$ cat config.mk
export PLATFORM = sky130hd
export DESIGN_NAME = pnn_queue
export DESIGN_NICKNAME = d
export VERILOG_FILES = /design/src/hw/rtl/pnn_pkg.sv /design/src/hw/rtl/pnn_queue.sv
export SDC_FILE = /design/constraint.sdc
export NUM_CORES = 1
export LEC_CHECK = 0
export ABC_CLOCK_PERIOD_IN_PS = 17540
export BUFFER_PORTS_ARGS = -buffer_cell sky130_fd_sc_hd__buf_2
export CAP_MARGIN = 20
export CELL_PAD_IN_SITES_DETAIL_PLACEMENT = 0
export CELL_PAD_IN_SITES_GLOBAL_PLACEMENT = 1
export CORE_ASPECT_RATIO = 0.6
export CORE_MARGIN = 2
export CORE_UTILIZATION = 48
export CTS_CLUSTER_SIZE = 14
export DETAILED_ROUTE_END_ITERATION = 8
export PLACE_DENSITY = 0.88
export SYNTH_ARGS = -nofsm -noshare
export SYNTH_HDL_FRONTEND = slang
export SYNTH_SLANG_ARGS = --single-unit
$ cat constraint.sdc
create_clock -name i_clk -period 17.54 [get_ports i_clk]
set_input_delay 1.754 -clock i_clk [delete_from_list [all_inputs] [get_ports i_clk]]
set_output_delay 1.754 -clock i_clk [all_outputs]
set_load 0.05 [all_outputs]
$ cat src/hw/rtl/pnn_pkg.sv
// package for the polygon normal block: widths, defaults and shared types
// used by the front accumulator, the ring queue and the normalizer
package pnn_pkg;
    localparam int CoordBits       = 24;
    localparam int MaxRingVertices = 4096;
    localparam int NormalFracBits  = 14;
    localparam int SumBits         = 64;
    localparam int OutBits         = 16;

    // one finished ring handed from front to back
    typedef struct packed {
        logic [SumBits-1:0] sum_x;
        logic [SumBits-1:0] sum_y;
        logic [SumBits-1:0] sum_z;
        logic               degen;
        logic               ovf;
        logic               flip;
    } t_ring;
endpackage

$ cat src/hw/rtl/pnn_queue.sv
// two-entry queue of finished rings between accumulator and normalizer
// depends on pnn_pkg for the ring record
module pnn_queue (
    input  logic           i_clk,
    input  logic           i_rst_n,
    input  logic           i_valid,
    output logic           o_ready,
    input  pnn_pkg::t_ring i_ring,
    output logic           o_valid,
    input  logic           i_ready,
    output pnn_pkg::t_ring o_ring
);
    pnn_pkg::t_ring r_mem [2];
    logic r_wp, r_rp;
    logic [1:0] r_cnt;
    logic w_push, w_pop;

    assign o_ready = (r_cnt != 2'd2);
    assign o_valid = (r_cnt != 2'd0);
    assign o_ring  = r_mem[r_rp];
    assign w_push  = i_valid && o_ready;
    assign w_pop   = o_valid && i_ready;

    // storage
    always_ff @(posedge i_clk) begin
        if (w_push) r_mem[r_wp] <= i_ring;
    end

    // pointers and fill count
    always_ff @(posedge i_clk) begin
        if (!i_rst_n) begin
            r_wp <= 1'b0; r_rp <= 1'b0; r_cnt <= 2'd0;
        end else begin
            if (w_push) r_wp <= ~r_wp;
            if (w_pop)  r_rp <= ~r_rp;
            r_cnt <= r_cnt + {1'b0, w_push} - {1'b0, w_pop};
        end
    end
endmodule

==> results of run 1 <==
-- metrics by stage --
stage                     setup WS, ns  total power, mW  hold slack, ns  instance area, um2  utilization
after global placement           12.67             2.32           0.519               17300        0.570
after global routing             11.88             3.17           0.587               18400        0.607
final                            12.07             3.05           0.547               18400        0.607
after floorplan                   6.83             2.16           0.455               14900            -
after detailed placement         12.60             2.33           0.540               17300        0.570
after CTS                        12.02             3.09           0.553               18400        0.607
-- sequential cells by signal (all words and copies together), names as in the netlist, named ones only --
register  flops
r_wp          1
r_cnt         2
r_rp          1
r_mem       390
-- critical path: cells and delay by family (launching register included) --
| kind | cells | cell delay, ns |
|---|---|---|
| buffers and inverters | 3 | 1.89 |
| DFF | 1 | 0.81 |
| muxes | 1 | 0.36 |
-- cell type report --
class,instances,area [um2],share of cell area
multi-input cells,213,2900,0.158
inverters,1,3.75,0.000204
clock inverters,12,111,0.00605
repair buffers,403,2040,0.111
well taps,408,510,0.0277
flip-flops and latches,395,11800,0.642
diodes,1,2.50,0.000136
clock buffers,50,1020,0.0553
-- path summary, 6_finish.rpt --
path             from            end  slack, ns  depth (start not counted)
min reg2reg      r_wp           r_wp       0.55                          2
max reg2reg  r_cnt[0]  r_mem[0][128]      14.74                          5
min              r_wp           r_wp       0.55                          2
max              flop    o_ring[137]      12.07                          4
-- synth_stat cells, drive strengths merged --
master	number
nor2b	2
nor2	1
ha	2
nand2	2
xnor2	3
nand2b	2
or2	1
inv	1
and3	1
mux2	195
dfxtp	5
buf	22
edfxtp	390
o21a	1
mux2i	1
and2	2
-- logic make-up after synthesis --
logic type | count (synthesis) | synth area share
flip-flops | 395 | 0.791
multiplexers | 196 | 0.185
buffers and inverters | 23 | 0.0152
AND/OR/NAND/NOR | 11 | 0.00411
XOR/XNOR | 3 | 0.00176
adder cells (fa/ha/maj) | 2 | 0.00168
AO/OA/AOI/OAI | 1 | 0.000503
-- where the power goes --
group / internal [mW] / total (mW) / switching [mW]
Clock: 0.435 / 0.752 / 0.316
Sequential: 1.19 / 1.24 / 0.0488
Combinational: 0.327 / 1.07 / 0.739
Total: 1.95 / 3.05 / 1.10
-- metal layers --
layer,vias to the layer above,GRT usage
li1,3353,-
met5,-,0
met2,304,0.282
met4,2,0.0604
met1,3688,0.244
met3,53,0.0574
==> flow_summary_export.csv, run 1 <==
group,metric,value,unit
drt,wl_met2,14200,um
die,coreArea,0.0303,mm2
worst_setup_path,worstPathArrival,3.72,ns
drt,dr_wl_met3,2620,um
worst_setup_path,required,15.79,ns
drt,drt-initial-drc-count,481,
sta,period_share,0.312,
die,ios,396,
synthesis,yosysUniqueCellTypes,18,
power,ir_drop,0.000121,V
power,leakage,7.13,nW
cts,cts_setup_buffers,0,
grt,antenna_found_initial,3,
synthesis,ys_seq_area_frac,0.791,
final_layout,layout_common_cells,"buf_2, edfxtp_1, mux2_4",
sta,skew,0.0199,ns
synthesis,yosysTopAreaCellShare,0.785,
sta,setup_violations,0,
sta,tightest_slew,1.01,ns
die,dieHeight,141,um
min_path,hold_path_class,"flop to flop",
synthesis,yosysWarnings,0,
final_layout,final_net_count,1252,
worst_setup_path,cp-start-kind,"flop",
worst_setup_path,crit_path_top_delay_cell,"buf_4",
synthesis,synth_largest_area_cell,"edfxtp_1",
grt,grt_max_degree,73,
synthesis,syn_area,0.0149,mm2
worst_setup_path,worstPathCellList,"buf_4 > buf_4 > mux2_4 > buf_2",
drt,avgViaCountPerCell,4.99,
sta,slew_headroom,0.329,
grt,overflow,0,
synthesis,synth_fp_nets,832,
place,dp.cells,1420,
drt,m1WireLength,12700,um
cts,cts_max_level,2,
sta,tns,0,ns
die,initial_core_util,0.493,
run,maxCapViolCount,0,
synthesis,synth.ff_latch_count,395,
worst_setup_path,crit_fanout,54,
sta,min_period,5.47,ns
drt,highest_layer,"met5",
drt,drc,0,
final_layout,drive_above_1_share,0.604,
cts,clk_latency,0.52,ns
outcome,status,"finished clean",
place,routabilityCongestion,0.796,
cts,clock-sinks,395,
cts,cts_resized,0,
grt,track_usage,0.181,
die,die_area,0.0326,mm2
drt,wl_per_cell,20.4,um
cts,numCtsBuffers,37,
sta,fmax,0.183,GHz
place,io_buffers,395,
grt,grt_pass1_wl,44500,um
sta,rsz0062_at_grt,"no",
worst_setup_path,crit_path_end_kind,"output pin",
die,dieWidth,232,um
worst_setup_path,critical-path-max-stage-delay,0.85,ns
sta,slew_viol_final,0,
worst_setup_path,crit_top_cell,"buf_4",
die,fp-row-count,49,
cts,cts.path.max_buffers,3,
drt,dr.pass1.iters,4,
synthesis,synthTopCellsByArea,"edfxtp_1, mux2_4, mux2_2",
drt,ant_nets,0,
final_layout,area_growth,23.3,%
cts,cts_root_buf,"clkbuf_16",
final_layout,fillers,2203,
place,place_hpwl,21000,um
cts,cts_hold_buffers,0,
power,p_per_area,166,mW/mm2
synthesis,syn_inst,631,
cts,cts_tree,"built",
drt,wirelength,30200,um
drt,vias,7400,
cts,clkTransAtPathRegs,0.06,ns
synthesis,syn_area_per_cell,23.7,um2
grt,grt_pass1_vias,7536,
worst_setup_path,crit_type,"flop to output pin",
final_layout,fin_cells,1483,
final_layout,final_common_cell,"buf_2",
sta,hold_viol_final,0,
(Power assumes the default switching activity.)
==> run 2: changes to the inputs <==
ABC_CLOCK_PERIOD_IN_PS = 4400   (was 17540)
CORE_UTILIZATION = 40   (was 48)
PLACE_DENSITY = 0.79   (was 0.88)
clock period = 4.4 ns   (was 17.54 ns; I/O delays follow)
==> flow_summary_export.csv, run 2 (synthesis results as in run 1) <==
group,metric,value,unit
outcome,status,"finished clean",
cts,cts.path.max_buffers,3,
worst_setup_path,regToRegEndpoint,"r_mem[1][69]",
sta,skew,0.00861,ns
final_layout,final_util,0.509,
die,fp-row-count,54,
grt,track_usage,0.151,
worst_setup_path,crit_fanout,51,
die,ios,396,
min_path,hold_path_class,"input port to flop",
run,maxCapViolCount,0,
power,p_per_area,658,mW/mm2
sta,min_period,2.94,ns
worst_setup_path,crit_type,"flop to output pin",
power,ir_drop,0.000419,V
cts,cts_resized,0,
drt,drt-initial-drc-count,413,
worst_setup_path,crit_path_end_kind,"output pin",
final_layout,layout_common_cells,"buf_2, edfxtp_1, mux2_4",
drt,wirelength,30400,um
sta,setup_violations,0,
die,dieHeight,154,um
sta,slew_headroom,0.390,
final_layout,final_net_count,1255,
final_layout,fin_cells,1588,
sta,rsz0062_at_grt,"no",
die,coreArea,0.0366,mm2
power,leakage,7.16,nW
worst_setup_path,r2r_start,"r_cnt[0]",
final_layout,drive_above_1_share,0.603,
sta,period_share,0.668,
drt,vias,7315,
cts,clock-sinks,395,
final_layout,final_common_cell,"buf_2",
worst_setup_path,crit_end,"o_ring[64]",
drt,wl_per_cell,19.2,um
sta,hold_viol_final,0,
worst_setup_path,worstPathArrival,2.50,ns
die,initial_core_util,0.408,
final_layout,area_growth,24.7,%
cts,numCtsBuffers,38,
sta,tightest_slew,0.914,ns
cts,clk_latency,0.52,ns
cts,cts_max_level,2,
place,dp.cells,1518,
grt,grt_pass1_wl,44600,um
drt,dr.pass1.iters,4,
worst_setup_path,required,3.96,ns
drt,ant_nets,0,
cts,cts_setup_buffers,0,
cts,cts_hold_buffers,0,
grt,antenna_found_initial,6,
sta,fmax,0.340,GHz
grt,grt_max_degree,100,
final_layout,largest_reg_flops,390,
place,io_buffers,395,
grt,overflow,0,
grt,grt_pass1_vias,7666,
worst_setup_path,rrSetupSlack,2.24,ns
drt,drc,0,
worst_setup_path,cp-start-kind,"flop",
drt,avgViaCountPerCell,4.61,
cts,clkTransAtPathRegs,0.07,ns
final_layout,max_flop_register,"r_mem",
place,place_hpwl,20100,um
place,routabilityCongestion,0.766,
die,dieWidth,253,um
worst_setup_path,reg2regPathDepth,3,
sta,slew_viol_final,0,
final_layout,reg.largest.list,"r_mem (390), r_cnt (2)",
cts,cts_root_buf,"clkbuf_16",
cts,cts_tree,"built",
min_path,worstHoldStart,"i_ring[177]",
sta,tns,0,ns
die,die_area,0.0389,mm2
==> run 2: report_power, final <==
| group | total, mW | internal, mW | switching [mW] | leakage, nW |
|---|---|---|---|---|
| logic | 4.30 | 1.34 | 2.97 | 2.93 |
| registers | 4.92 | 4.73 | 0.193 | 3.69 |
| clock network | 3.03 | 1.69 | 1.34 | 0.544 |
| total | 12.2 | 7.75 | 4.50 | 7.16 |
==> run 2: worst min-delay path by stage <==
stage | end | slack, ns | depth (start not counted)
6_report | r_mem[0][177] | 0.10 | 1
3_5_place_dp | r_wp | 0.52 | 2
2_1_floorplan | r_wp | 0.49 | 2
5_1_grt | r_mem[0][177] | 0.06 | 1
4_1_cts | r_mem[0][3] | 0.06 | 1
3_3_place_gp | r_wp | 0.51 | 2
==> run 2: area by class of cell <==
class / count / area (um2)
repair buffers: 405 / 2130
clock inverters: 21 / 130
inverters: 1 / 3.75
multi-input cells: 213 / 2900
well taps: 504 / 631
fillers: 2971 / 17900
flip-flops and latches: 395 / 11800
clock buffers: 47 / 1010
diodes: 2 / 5.00
==> run 2: routing by layer <==
metal  global-route usage  wire length [um]  vias to the layer above
met2                0.241             14200                      249
met4               0.0409               562                        6
met1                0.198             13200                     3650
met3               0.0516              2430                       50
met5                    0                39                        -
li1                     -                 -                     3360
==> run 2: through the flow <==
stage                     worst slack, ns  hold slack [ns]  cell area [um2]  total power [mW]
after floorplan                    0.0127            0.488            14900              8.50
after detailed placement             1.98            0.525            17500              9.35
after CTS                            1.40           0.0603            18600              12.4
final                                1.46            0.104            18600              12.2
after global placement               1.98            0.507            17500              9.31
after global routing                 1.34           0.0632            18600              12.7
==> run 2: critical path, cell delays in order, from the launching register on <==
cell and delay, ns:
dfxtp_4 0.94, buf_12 0.38, mux2_4 0.35, buf_2 0.21
==> run 3: changes to the inputs <==
ABC_CLOCK_PERIOD_IN_PS = 2900   (was 4400)
CORE_UTILIZATION = 45   (was 40)
PLACE_DENSITY = 0.84   (was 0.79)
clock period = 2.9 ns   (was 4.4 ns; I/O delays follow)
==> flow_summary_export.csv, run 3 (synthesis results as in run 1) <==
group,metric,value,unit
grt,grt_max_degree,114,
die,initial_core_util,0.459,
drt,dr.pass1.iters,6,
place,place_hpwl,21300,um
die,ios,396,
final_layout,drive_above_1_share,0.519,
die,coreArea,0.0325,mm2
drt,m1WireLength,13800,um
power,p_clk_frac,0.251,
cts,clock-sinks,395,
worst_setup_path,cp-start-kind,"flop",
drt,avgViaCountPerCell,4.77,
sta,hold_viol_final,0,
power,power.internal,12.3,mW
worst_setup_path,worstPathCellList,"buf_12 > mux2_4 > buf_2",
sta,fmax,0.401,GHz
power,p_sw_frac,0.360,
cts,cts_setup_buffers,0,
power,sequentialPowerShare,0.389,
sta,period_share,0.861,
die,dieHeight,145,um
drt,wl_per_cell,19.6,um
power,leakage,8.07,nW
grt,track_usage,0.190,
worst_setup_path,crit_path_top_delay_cell,"dfxtp_4",
die,dieWidth,239,um
die,fp-row-count,51,
sta,worst_slack,0.405,ns
sta,min_period,2.50,ns
cts,cts_tree,"built",
drt,wirelength,33600,um
final_layout,layout_common_cells,"buf_2, edfxtp_1, dlygate4sd3_1",
sta,holdWs,0.0795,ns
sta,tightest_slew,0.715,ns
grt,grt_pass1_vias,8904,
power,p_switching,6.91,mW
drt,highest_layer,"met4",
power,p_per_area,928,mW/mm2
sta,slew_viol_final,0,
place,dp_worst_setup_slack,0.918,ns
min_path,hold_path_class,"input port to flop",
drt,dr_wl_met3,2520,um
cts,cts_root_buf,"clkbuf_16",
cts,clk_latency,0.52,ns
run,maxCapViolCount,0,
sta,skew,0.0200,ns
final_layout,final_net_count,1459,
place,io_buffers,395,
sta,slew_headroom,0.523,
cts,cts.path.max_buffers,3,
drt,vias,8179,
worst_setup_path,crit_type,"flop to output pin",
place,routabilityCongestion,0.775,
grt,overflow,0,
cts,clkTransAtPathRegs,0.06,ns
final_layout,max_flop_register,"r_mem",
worst_setup_path,required,2.61,ns
power,power_frac_comb,0.360,
worst_setup_path,crit_fanout,36,
outcome,status,"finished clean",
drt,drt-initial-drc-count,526,
worst_setup_path,crit_path_end_kind,"output pin",
place,dp.cells,1447,
final_layout,reg.largest.list,"r_mem (390), r_cnt (2)",
drt,wl_met2,16500,um
sta,rsz0062_at_grt,"no",
final_layout,final_util,0.635,
final_layout,final_common_cell,"buf_2",
cts,cts_max_level,2,
drt,ant_nets,0,
die,die_area,0.0347,mm2
power,ir_drop,0.000553,V
sta,setup_violations,0,
grt,antenna_found_initial,6,
worst_setup_path,worstPathArrival,2.21,ns
cts,numCtsBuffers,38,
drt,drc,0,
final_layout,fin_cells,1714,
worst_setup_path,critical-path-max-stage-delay,0.76,ns
final_layout,area_growth,38.4,%
final_layout,largest_reg_flops,390,
grt,grt_pass1_wl,50500,um
==> run 3: path summary, 6_finish.rpt <==
check / from / end / slack (ns) / depth (start not counted)
worst max-delay path: flop / o_ring[104] / 0.40 / 3
worst min-delay path: i_rst_n / r_cnt[1] / 0.08 / 2
worst max register to register: r_cnt[0] / r_mem[0][108] / 1.18 / 4
worst min register to register: r_rp / flop / 0.55 / 2
==> run 3: per-layer routing <==
metal  up-vias  track usage
li1       3778            -
met1      4046        0.235
met2       297        0.318
met3        58       0.0632
met4         0       0.0606
met5         -            0
==> run 3: cell type report <==
type,count,area [um2]
Fill cell,2211,11900
Clock buffer,52,1050
Antenna cell,6,15.0
Clock inverter,14,148
Multi-Input combinational cell,213,2920
Tap cell,424,531
Timing Repair Buffer,609,4170
Sequential cell,395,11800
Inverter,1,3.75
==> run 3: repair_timing <==
| action | in CTS | in global routing |
|---|---|---|
| resized for setup | 0 | 0 |
| hold buffers | 195 | 0 |
| hold endpoints to repair | 390 | 0 |
==> run 3: critical path, delay by kind of cell, from the launching register on <==
kind	cells	cell delay [ns]
DFF	1	0.76
buffers and inverters	2	0.54
muxes	1	0.34
==> run 3: power groups by stage <==
stage               sequential (mW)  clock [mW]  combinational (mW)
floorplan                      7.49           0                5.43
global placement               7.54           0                6.64
detailed placement             7.57           0                6.67
CTS                            7.46        4.92                6.91
global route                   7.52        5.18                7.17
finish                         7.46        4.82                6.89
==> run 3: metrics by stage <==
stage	area [um2]	TNS, ns	power, mW
2_1_floorplan	15000	-313.06	12.9
5_1_grt	20700	0	19.9
6_report	20700	0	19.2
4_1_cts	20600	0	19.3
3_3_place_gp	17500	0	14.2
3_5_place_dp	17500	0	14.2
